<file path="config.mk">
export PLATFORM = sky130hd
export DESIGN_NAME = websocket_frame_deframer
export DESIGN_NICKNAME = d
export VERILOG_FILES = /design/src/wsdf_pkg.sv /design/src/websocket_frame_deframer.sv
export SDC_FILE = /design/constraint.sdc
export NUM_CORES = 1
export LEC_CHECK = 0
export BUFFER_PORTS_ARGS = -buffer_cell sky130_fd_sc_hd__buf_4
export CAP_MARGIN = 20
export CORE_MARGIN = 2
export CORE_UTILIZATION = 35
export DETAILED_ROUTE_END_ITERATION = 10
export GPL_TIMING_DRIVEN = 0
export PLACE_DENSITY = 0.52
export SLEW_MARGIN = 20
export SYNTH_ARGS = -nofsm -noshare
export SYNTH_HDL_FRONTEND = slang
export SYNTH_SLANG_ARGS = --single-unit
</file>
<file path="constraint.sdc">
create_clock -name clock -period 7.1 [get_ports clock]
set_input_delay 2.13 -clock clock [delete_from_list [all_inputs] [get_ports clock]]
set_output_delay 2.13 -clock clock [all_outputs]
set_load 0.02 [all_outputs]
</file>
<file path="src/wsdf_pkg.sv">
// Shared constants for the WebSocket frame deframer: parse phases, header fields, widths.
package wsdf_pkg;

   localparam int unsigned BYTE_W     = 8;
   localparam int unsigned OPCODE_W   = 4;
   localparam int unsigned PHASE_W    = 3;
   localparam int unsigned EXT_CNT_W  = 4;
   localparam int unsigned KEY_CNT_W  = 3;
   localparam int unsigned KEY_W      = 32;
   localparam int unsigned LEN_W      = 64;
   localparam int unsigned POS_W      = 2;

   // Parse phase codes; the unused codes behave like PH_HDR0.
   localparam logic [PHASE_W-1:0] PH_HDR0 = 3'd0;
   localparam logic [PHASE_W-1:0] PH_HDR1 = 3'd1;
   localparam logic [PHASE_W-1:0] PH_EXT  = 3'd2;
   localparam logic [PHASE_W-1:0] PH_KEY  = 3'd3;
   localparam logic [PHASE_W-1:0] PH_DATA = 3'd4;

   // Short length codes that announce an extended length field.
   localparam logic [6:0] LEN_EXT16 = 7'd126;
   localparam logic [6:0] LEN_EXT64 = 7'd127;

   // Number of extended length bytes and mask key bytes.
   localparam logic [EXT_CNT_W-1:0] EXT16_BYTES = 4'd2;
   localparam logic [EXT_CNT_W-1:0] EXT64_BYTES = 4'd8;
   localparam logic [KEY_CNT_W-1:0] KEY_BYTES   = 3'd4;

endpackage

</file>
<file path="src/websocket_frame_deframer.sv">
// WebSocket frame deframer: header parse, payload unmasking and registered result stage.
// Results reach the rsp_ channel from a register; one stream byte per cycle is accepted
//   unless a stalled result holds req_ready low. The header state update and the 64-bit
//   payload count decrement with its zero test fit between the state and result registers.
// Header bytes produce no result, except the byte that ends a zero-length frame's header.
// Reset (synchronous, active high) returns the parser to the first header byte and clears
//   all parse state and the result valid flag; result payload registers are not reset.
module websocket_frame_deframer (
   input  logic                                clock,
   input  logic                                reset,
   // Input stream, one byte per transaction
   input  logic                                req_valid,
   output logic                                req_ready,
   input  logic [wsdf_pkg::BYTE_W-1:0]         req_stream_byte,
   // Result channel, one payload byte or empty-frame marker per transaction
   output logic                                rsp_valid,
   input  logic                                rsp_ready,
   output logic [wsdf_pkg::BYTE_W-1:0]         rsp_payload_byte,
   output logic [wsdf_pkg::OPCODE_W-1:0]       rsp_frame_opcode,
   output logic                                rsp_frame_was_masked,
   output logic                                rsp_last_of_frame,
   output logic                                rsp_empty_frame
);

   // ------------------------------------------------------------------
   // Parse state
   // ------------------------------------------------------------------
   logic [wsdf_pkg::PHASE_W-1:0]   phase_ff,     phase_in;
   logic [wsdf_pkg::OPCODE_W-1:0]  opcode_ff,    opcode_in;
   logic                           masked_ff,    masked_in;
   logic [wsdf_pkg::EXT_CNT_W-1:0] ext_left_ff,  ext_left_in;
   logic [wsdf_pkg::KEY_W-1:0]     key_ff,       key_in;
   logic [wsdf_pkg::KEY_CNT_W-1:0] key_left_ff,  key_left_in;
   logic [wsdf_pkg::LEN_W-1:0]     remain_ff,    remain_in;
   logic [wsdf_pkg::POS_W-1:0]     pos_ff,       pos_in;

   // Result register
   logic                           rsp_valid_ff;
   logic [wsdf_pkg::BYTE_W-1:0]    rsp_byte_ff;
   logic [wsdf_pkg::OPCODE_W-1:0]  rsp_opcode_ff;
   logic                           rsp_masked_ff;
   logic                           rsp_last_ff;
   logic                           rsp_empty_ff;

   // Per-byte decode
   logic                           req_fire;
   logic                           emit;
   logic [wsdf_pkg::BYTE_W-1:0]    out_byte;
   logic                           out_last;
   logic                           out_empty;
   logic                           len_done;
   logic                           hdr_done;
   logic [wsdf_pkg::BYTE_W-1:0]    key_byte;

   // Take a new byte whenever the result register is empty or is being drained,
   // so a waiting result never stalls the stream by more than the consumer does.
   assign req_ready = !rsp_valid_ff || rsp_ready;
   assign req_fire  = req_valid && req_ready;

   // Key byte for the current payload position; position 0 uses the first key byte (MSBs).
   assign key_byte = key_ff[{~pos_ff, 3'b000} +: wsdf_pkg::BYTE_W];

   always_comb begin
      phase_in    = phase_ff;
      opcode_in   = opcode_ff;
      masked_in   = masked_ff;
      ext_left_in = ext_left_ff;
      key_in      = key_ff;
      key_left_in = key_left_ff;
      remain_in   = remain_ff;
      pos_in      = pos_ff;
      emit        = 1'b0;
      out_byte    = '0;
      out_last    = 1'b0;
      out_empty   = 1'b0;
      len_done    = 1'b0;
      hdr_done    = 1'b0;

      unique case (phase_ff)
         wsdf_pkg::PH_HDR1: begin
            // Mask flag and 7-bit length
            masked_in = req_stream_byte[7];
            key_in    = '0;
            pos_in    = '0;
            if (req_stream_byte[6:0] == wsdf_pkg::LEN_EXT16 ||
                req_stream_byte[6:0] == wsdf_pkg::LEN_EXT64) begin
               ext_left_in = (req_stream_byte[6:0] == wsdf_pkg::LEN_EXT16) ?
                             wsdf_pkg::EXT16_BYTES : wsdf_pkg::EXT64_BYTES;
               remain_in   = '0;
               phase_in    = wsdf_pkg::PH_EXT;
            end else begin
               remain_in = {{(wsdf_pkg::LEN_W-7){1'b0}}, req_stream_byte[6:0]};
               len_done  = 1'b1;
            end
         end
         wsdf_pkg::PH_EXT: begin
            // Shift in the big-endian extended length
            remain_in   = {remain_ff[wsdf_pkg::LEN_W-wsdf_pkg::BYTE_W-1:0], req_stream_byte};
            ext_left_in = (ext_left_ff != '0) ? ext_left_ff - 1'b1 : ext_left_ff;
            if (ext_left_in == '0) begin
               len_done = 1'b1;
            end
         end
         wsdf_pkg::PH_KEY: begin
            key_in      = {key_ff[wsdf_pkg::KEY_W-wsdf_pkg::BYTE_W-1:0], req_stream_byte};
            key_left_in = (key_left_ff != '0) ? key_left_ff - 1'b1 : key_left_ff;
            if (key_left_in == '0) begin
               hdr_done = 1'b1;
            end
         end
         wsdf_pkg::PH_DATA: begin
            // Unmask one payload byte and count it off
            pos_in    = pos_ff + 1'b1;
            remain_in = (remain_ff != '0) ? remain_ff - 1'b1 : remain_ff;
            out_last  = (remain_in == '0);
            if (out_last) begin
               phase_in = wsdf_pkg::PH_HDR0;
            end
            emit     = 1'b1;
            out_byte = req_stream_byte ^ key_byte;
         end
         default: begin
            // First header byte: hold the opcode nibble, ignore FIN and RSV
            opcode_in = req_stream_byte[wsdf_pkg::OPCODE_W-1:0];
            phase_in  = wsdf_pkg::PH_HDR1;
         end
      endcase

      // Length known: read the key next, or finish the header now
      if (len_done) begin
         if (masked_in) begin
            key_left_in = wsdf_pkg::KEY_BYTES;
            phase_in    = wsdf_pkg::PH_KEY;
         end else begin
            hdr_done = 1'b1;
         end
      end

      // Header complete: start the payload or emit the empty-frame marker
      if (hdr_done) begin
         pos_in = '0;
         if (remain_in == '0) begin
            phase_in  = wsdf_pkg::PH_HDR0;
            emit      = 1'b1;
            out_byte  = '0;
            out_last  = 1'b1;
            out_empty = 1'b1;
         end else begin
            phase_in = wsdf_pkg::PH_DATA;
         end
      end
   end

   // Advance parse state only on an accepted transaction
   always_ff @(posedge clock) begin
      if (reset) begin
         phase_ff    <= wsdf_pkg::PH_HDR0;
         opcode_ff   <= '0;
         masked_ff   <= 1'b0;
         ext_left_ff <= '0;
         key_ff      <= '0;
         key_left_ff <= '0;
         remain_ff   <= '0;
         pos_ff      <= '0;
      end else if (req_fire) begin
         phase_ff    <= phase_in;
         opcode_ff   <= opcode_in;
         masked_ff   <= masked_in;
         ext_left_ff <= ext_left_in;
         key_ff      <= key_in;
         key_left_ff <= key_left_in;
         remain_ff   <= remain_in;
         pos_ff      <= pos_in;
      end
   end

   // Result register: load on a producing transaction, drop when drained
   always_ff @(posedge clock) begin
      if (reset) begin
         rsp_valid_ff <= 1'b0;
      end else if (req_fire) begin
         rsp_valid_ff <= emit;
      end else if (rsp_ready) begin
         rsp_valid_ff <= 1'b0;
      end
   end

   always_ff @(posedge clock) begin
      if (req_fire && emit) begin
         rsp_byte_ff   <= out_byte;
         rsp_opcode_ff <= opcode_in;
         rsp_masked_ff <= masked_in;
         rsp_last_ff   <= out_last;
         rsp_empty_ff  <= out_empty;
      end
   end

   assign rsp_valid            = rsp_valid_ff;
   assign rsp_payload_byte     = rsp_byte_ff;
   assign rsp_frame_opcode     = rsp_opcode_ff;
   assign rsp_frame_was_masked = rsp_masked_ff;
   assign rsp_last_of_frame    = rsp_last_ff;
   assign rsp_empty_frame      = rsp_empty_ff;

   // ------------------------------------------------------------------
   // Assertions
   // ------------------------------------------------------------------
   a_empty_is_last: assert property (@(posedge clock) disable iff (reset)
      (rsp_valid && rsp_empty_frame) |-> (rsp_last_of_frame && rsp_payload_byte == '0))
      else $error("empty-frame marker without last flag or with data");

   a_data_has_count: assert property (@(posedge clock) disable iff (reset)
      (phase_ff == wsdf_pkg::PH_DATA) |-> (remain_ff != '0))
      else $error("payload phase with zero remaining count");

   a_hold_when_idle: assert property (@(posedge clock) disable iff (reset)
      !req_fire |=> ($stable(phase_ff) && $stable(remain_ff)))
      else $error("parse state moved without an accepted byte");

   a_stall_holds_result: assert property (@(posedge clock) disable iff (reset)
      (rsp_valid && !rsp_ready) |=> (rsp_valid && $stable(rsp_payload_byte)))
      else $error("stalled result changed");

endmodule
</file>
=== Word level (Yosys, flattened, before mapping) ===
Index checks and enable logic that the tools add are counted.

* Latch bits: 0
* ROM bits: 0
* Memory bits (writable): 0
* Word-level logic and storage cells: 91
* Bits of input ports: 12
* Register bits after elaboration: 129
* Memories kept: 0

* Muxes and demuxes: 42
* Magnitude comparators: 0
* Eq/ne operators: 7
* Div/mod/pow operators: 0
* Multiply operators: 0
* Reductions and logical operators: 21
* Shift-type cells: 1
* $add $sub $neg: 4
* Bitwise operators: 2

{| class="wikitable"
|+ Operators by type and width
! cell !! count
|-
| $pmux W64 S3 || 1
|-
| $logic_not A64 Y1 || 2
|-
| $mux W64 || 1
|-
| $pmux W32 S2 || 1
|-
| $reduce_bool A64 Y1 || 1
|-
| $sub A64 B1 Y64 const B || 1
|-
| $shiftx A32 B6 Y8 || 1
|-
| $mux W3 || 10
|-
| $mux W8 || 3
|-
| $mux W1 || 16
|-
| $mux W4 || 4
|-
| $eq A7 B7 Y1 const B || 2
|-
| $pmux W3 S3 || 1
|-
| $pmux W4 S2 || 1
|-
| $xor A8 B8 Y8 || 1
|-
| $mux W7 || 1
|-
| $eq A3 B2 Y1 const B || 2
|-
| $reduce_bool A2 Y1 || 3
|-
| $reduce_bool A3 Y1 || 2
|-
| $logic_not A4 Y1 || 1
|-
| $pmux W2 S2 || 1
|-
| $reduce_and A2 Y1 || 2
|-
| $reduce_bool A4 Y1 || 1
|-
| $reduce_or A4 Y1 || 1
|-
| other kinds (15) || 17
|}

=== Depth between registers and ports, before layout ===
* Depth in word-level cells: 9
* Mapped depth: 15

=== Worst setup path after synthesis ===
OpenSTA, ideal clock, no wires.

* Path kind: input to register
* Start point: input req_stream_byte[3] (netlist name)
* End point: register rsp_empty_ff, in the netlist rsp_empty_frame, enable pin
* Stages on the path: 10
* Path slack: 1.465 ns
* Setup time: 0.392 ns
* Buffers on the path: 0
* Arrival time: 5.244 ns
* Required time: 6.708 ns
* Path through: nand4_1 -> or2_2 -> and3_1 -> a221oi_1 -> nand4_1 -> or4_1 -> or4_1 -> nor4_1 -> nand4_1 -> a21oi_1

* Word-level cells in the longest chain between the ends: 8
* Elaborated cells on any way between the ends: 12
* Those cells by class: eq/ne: 2; mux: 7; reduce/logical: 3

{| class="wikitable"
|+ Ends and longest elaborated chain
! item !! line !! source
|-
| start, declared || websocket_frame_deframer.sv:14 || <nowiki>input logic [wsdf_pkg::BYTE_W-1:0] req_stream_byte,</nowiki>
|-
| $eq A7 B7 Y1 (on tied branches) || websocket_frame_deframer.sv:85, websocket_frame_deframer.sv:86 ||
|-
| $logic_or A1 B1 Y1 || websocket_frame_deframer.sv:85 || <nowiki>if (req_stream_byte[6:0] == wsdf_pkg::LEN_EXT16 ||</nowiki>
|-
| $mux W7 || websocket_frame_deframer.sv:85 ||
|-
| $pmux W64 S3 || websocket_frame_deframer.sv:79 || <nowiki>unique case (phase_ff)</nowiki>
|-
| $logic_not A64 Y1 || websocket_frame_deframer.sv:142 || <nowiki>if (remain_in == '0) begin</nowiki>
|-
| $mux W1 || websocket_frame_deframer.sv:142 ||
|-
| $mux W1 (*) || websocket_frame_deframer.sv:140 || <nowiki>if (hdr_done) begin</nowiki>
|-
| $logic_and A1 B1 Y1 (*) || websocket_frame_deframer.sv:189 || <nowiki>if (req_fire && emit) begin</nowiki>
|-
| end signal, assigned || websocket_frame_deframer.sv:194 || <nowiki>rsp_empty_ff <= out_empty;</nowiki>
|-
| end, declared || websocket_frame_deframer.sv:43 || <nowiki>logic rsp_empty_ff;</nowiki>
|}

Every way passes the cells marked *; elsewhere a longest branch is shown, timed or not.
A chain may end at the register's enable or synchronous reset.

=== Final worst setup path ===
* Start point: register remain_ff[8] (netlist name)
* End point: register rsp_byte_ff (netlist bit rsp_payload_byte[6]), enable pin

* Word-level cells in the longest chain between the ends: 7
* Elaborated cells on any way between the ends: 8
* Those cells by class: add/sub: 1; mux: 4; reduce/logical: 3

{| class="wikitable"
|+ Ends and longest elaborated chain
! item !! line !! source
|-
| start, declared || websocket_frame_deframer.sv:34 || <nowiki>logic [wsdf_pkg::LEN_W-1:0] remain_ff, remain_in;</nowiki>
|-
| start signal, assigned || websocket_frame_deframer.sv:172 || <nowiki>remain_ff <= remain_in;</nowiki>
|-
| $sub A64 B1 Y64 or $reduce_bool A64 Y1 (tied branches) || websocket_frame_deframer.sv:114 || <nowiki>remain_in = (remain_ff != '0) ? remain_ff - 1'b1 : remain_ff;</nowiki>
|-
| $mux W64 || websocket_frame_deframer.sv:114 ||
|-
| $pmux W64 S3 (*) || websocket_frame_deframer.sv:79 ||
|-
| $logic_not A64 Y1 (*) || websocket_frame_deframer.sv:142 ||
|-
| $mux W1 (*) || websocket_frame_deframer.sv:142 ||
|-
| $mux W1 (*) || websocket_frame_deframer.sv:140 ||
|-
| $logic_and A1 B1 Y1 (*) || websocket_frame_deframer.sv:189 ||
|-
| end signal, assigned || websocket_frame_deframer.sv:190 || <nowiki>rsp_byte_ff <= out_byte;</nowiki>
|-
| end, declared || websocket_frame_deframer.sv:39 || <nowiki>logic [wsdf_pkg::BYTE_W-1:0] rsp_byte_ff;</nowiki>
|}

Marks and branches as above.

==> impl_metrics.toml <==
[pwr]
p_int_mw = 1.95
power_frac_comb_pct = 59.1
ir_drop_v = 0.000207
p_total_mw = 4.24
powerDensity_nw_per_um2 = 367
power.leakage_nw = 3.81
switching_share_pct = 54.1
clkPwrFrac_pct = 21.2
p_switching_mw = 2.30
seqPwrFrac_pct = 19.7

[timing]
hold_viol = 0
setup_violations = 0
post-route-period-util_pct = 99.1
fin_skew_ns = 0.0190
worst_hold_slack_ns = 0.452
setup_slack_ns = 0.0634
rsz0062_at_grt = "false"
maxSlewViolCount = 0
min_period_ns = 7.04
relSlewSlack_pct = 13.4
tightest_slew_ns = 1.29
max_freq_mhz = 142

[placement]
hpwl_um = 47500
post-place-ws_ns = 0.357
place_area_um2 = 11000
portBuffers = 27
gp_congestion = 1.08

[hold_path]
holdPathStages = 2
hp-start = "key_ff[28]"
min_path_type = "reg -> reg"
holdPathEnd = "key_ff[28]"

[floorplan]
num_rows = 62
die_h_um = 175
die_w_um = 175
coreArea_um2 = 28800
start_util_pct = 35.6
io_pins = 29
die_area_um2 = 30700

[logic_synthesis]
ys_seq_elements = 129
synth-edff-count = 15
synthCells = 1436
synth.yosys.seq_area_share_pct = 26.6
synth_flop_cell = "dfxtp_1"
syn-cell-area_um2 = 10300
synth_cell_types = 83
syn_area_per_cell_um2 = 7.14
async_flop_share_pct = 0
yosys_warnings = 0
syn_nets = 1453

[setup_path]
crit_arrival_ns = 7.21
critical_path.most_common_cell = "clkbuf_1"
rr_startpoint = "remain_ff[8]"
slowest_delay_ns = 0.62
critPathKind = "reg -> reg"
required_ns = 7.27
worstPathMaxFanout = 12
slowest_stage = "nor4_1"
ff2ff_path_depth = 16
cp-start-kind = "register"
critical_path.cell_chain = "clkbuf_1 > nor4_1 > and3_1 > clkbuf_1 > nand4_2 > buf_2 > clkbuf_1 > clkbuf_1 > o211ai_1 > a31oi_1 > a2111oi_0 > nand4b_1 > nor4_2 > nand4_1 > a21oi_2 > buf_6"
rrSetupSlack_ns = 0.06
rr_endpoint = "rsp_payload_byte[6]"
setup.worst_path.end_class = "register"

[routing]
drc = 0
routed_wl_um = 63500
num_vias = 13000
via_per_inst = 6.92
drtIter0Drc = 2023
drtPass1Iterations = 6
ant_nets = 0
avgRoutedWirePerCell_um = 33.7

[clock_tree]
path_clk_slew_ns = 0.08
numCtsBuffers = 17
ctsHoldBuffers = 0
clock_latency_ns = 0.47
clock_sinks = 129
cts_buffer_depth = 2
cts_tree = "done"
htreeDepth = 4
clockRootBuffer = "clkbuf_16"

[layout]
most-common-layout-cells = "162 x nand2_1, 151 x nor2_1, 131 x a21oi_1"
drive_gt1_share_pct = 8.48
mostFrequentLayoutCell = "nand2_1"
fin_area_um2 = 11600
syn_to_final_growth_pct = 12.7
nNetsFinal = 1501

[global_route]
grt_pass1_wl_um = 90000
grt_max_degree = 17
antenna_found_initial = 1
grt-ovfl-total = 0
grt_pass1_vias = 12200
gr-usage-all-layers_pct = 41.2

[status]
status = "complete, no violations"

[run]
cap_violations = 0
==> cell type report <==
class / count / area, um^2
Inverter: 36 / 135
Multi-Input combinational cell: 1119 / 6810
Antenna cell: 3 / 7.51
Buffer: 152 / 606
Clock inverter: 13 / 114
Sequential cell: 129 / 2730
Tap cell: 384 / 480
Timing Repair Buffer: 29 / 221
Clock buffer: 19 / 453
Fill cell: 3145 / 17200
==> synthesized netlist by cell type, types with 12 or more instances <==
cell type	n	area (um^2)
a211oi_1	24	180
dfxtp_1	114	2280
a31oi_1	21	131
o21a_1	31	233
and3_1	13	81.3
o211ai_1	13	97.6
or3_1	18	113
o21ai_0	40	200
or4_1	22	165
nand2_1	162	608
nand4_1	31	194
nand3_1	54	270
buf_1	15	56.3
nor2_1	152	571
clkbuf_1	124	465
nor4_1	42	263
inv_1	35	131
nor3_1	64	320
edfxtp_1	15	450
a311oi_1	12	105
o22ai_1	39	244
a21oi_1	132	661
xnor2_1	20	175
==> state kept, by name, indices dropped and copies added, names as in the netlist, 2 cells and up <==
register,cells
ext_left_ff,4
remain_ff,64
phase_ff,3
key_ff,32
rsp_frame_opcode,4
opcode_ff,4
pos_ff,2
key_left_ff,3
rsp_payload_byte,8
==> kinds of logic after synthesis <==
family | Yosys count | synth area share [%]
muxes | 21 | 3.14
buffers and inverters | 188 | 7.22
adders and majority gates | 5 | 0.610
xor gates and xnor gates | 26 | 2.22
DFF | 129 | 26.6
and+or+nand+nor | 631 | 31.5
AOI/OAI and AO/OA | 436 | 28.6
==> critical path, delay by kind of cell, from the launching register on <==
family / cells / cell delay [ns]
flip-flops: 1 / 0.30
buffers and inverters: 6 / 2.34
AND/OR/NAND/NOR: 6 / 2.57
AO/OA/AOI/OAI: 4 / 1.48
==> worst max-delay path by stage <==
stage | cells past startpoint | to | slack, ns | from
floorplan | 10 | rsp_empty_frame | 1.46 | req_stream_byte[3]
global placement | 11 | rsp_frame_opcode[2] | -0.92 | phase_ff[2]
detailed placement | 16 | rsp_frame_opcode[2] | 0.36 | remain_ff[8]
CTS | 16 | rsp_frame_opcode[1] | 0.30 | remain_ff[8]
global route | 16 | rsp_payload_byte[6] | 0.04 | remain_ff[8]
finish | 16 | rsp_payload_byte[6] | 0.06 | remain_ff[8]
==> per-stage QoR <==
stage                     TNS [ns]  utilization [%]  std cells
after floorplan                  0                -       1436
after global placement      -13.72             38.0       1847
after detailed placement         0             38.2       1849
after CTS                        0             40.1       1881
after global routing             0             40.1       1881
final                            0             40.2       1884
==> timing repair <==
action,in CTS,in global routing
buffers inserted,0,0
endpoints found under the setup margin,0,12
gates resized for setup,0,1
endpoints found under the hold margin,0,0
==> routing by layer <==
metal  GRT usage, %  share of wire (%)
met1           54.8                 40
met2           59.3                 41
met3           11.5                 12
met4           24.2                6.3
met5              0                  0
==> power by group through the flow <==
stage / clock network (mW) / registers (mW) / logic [mW]
after floorplan: 0 / 0.834 / 1.43
after global placement: 0 / 0.847 / 2.36
after detailed placement: 0 / 0.848 / 2.33
after CTS: 0.907 / 0.832 / 2.34
after global routing: 0.935 / 0.839 / 2.55
final: 0.902 / 0.835 / 2.51
No activity file was read; power rests on OpenSTA's default activity.
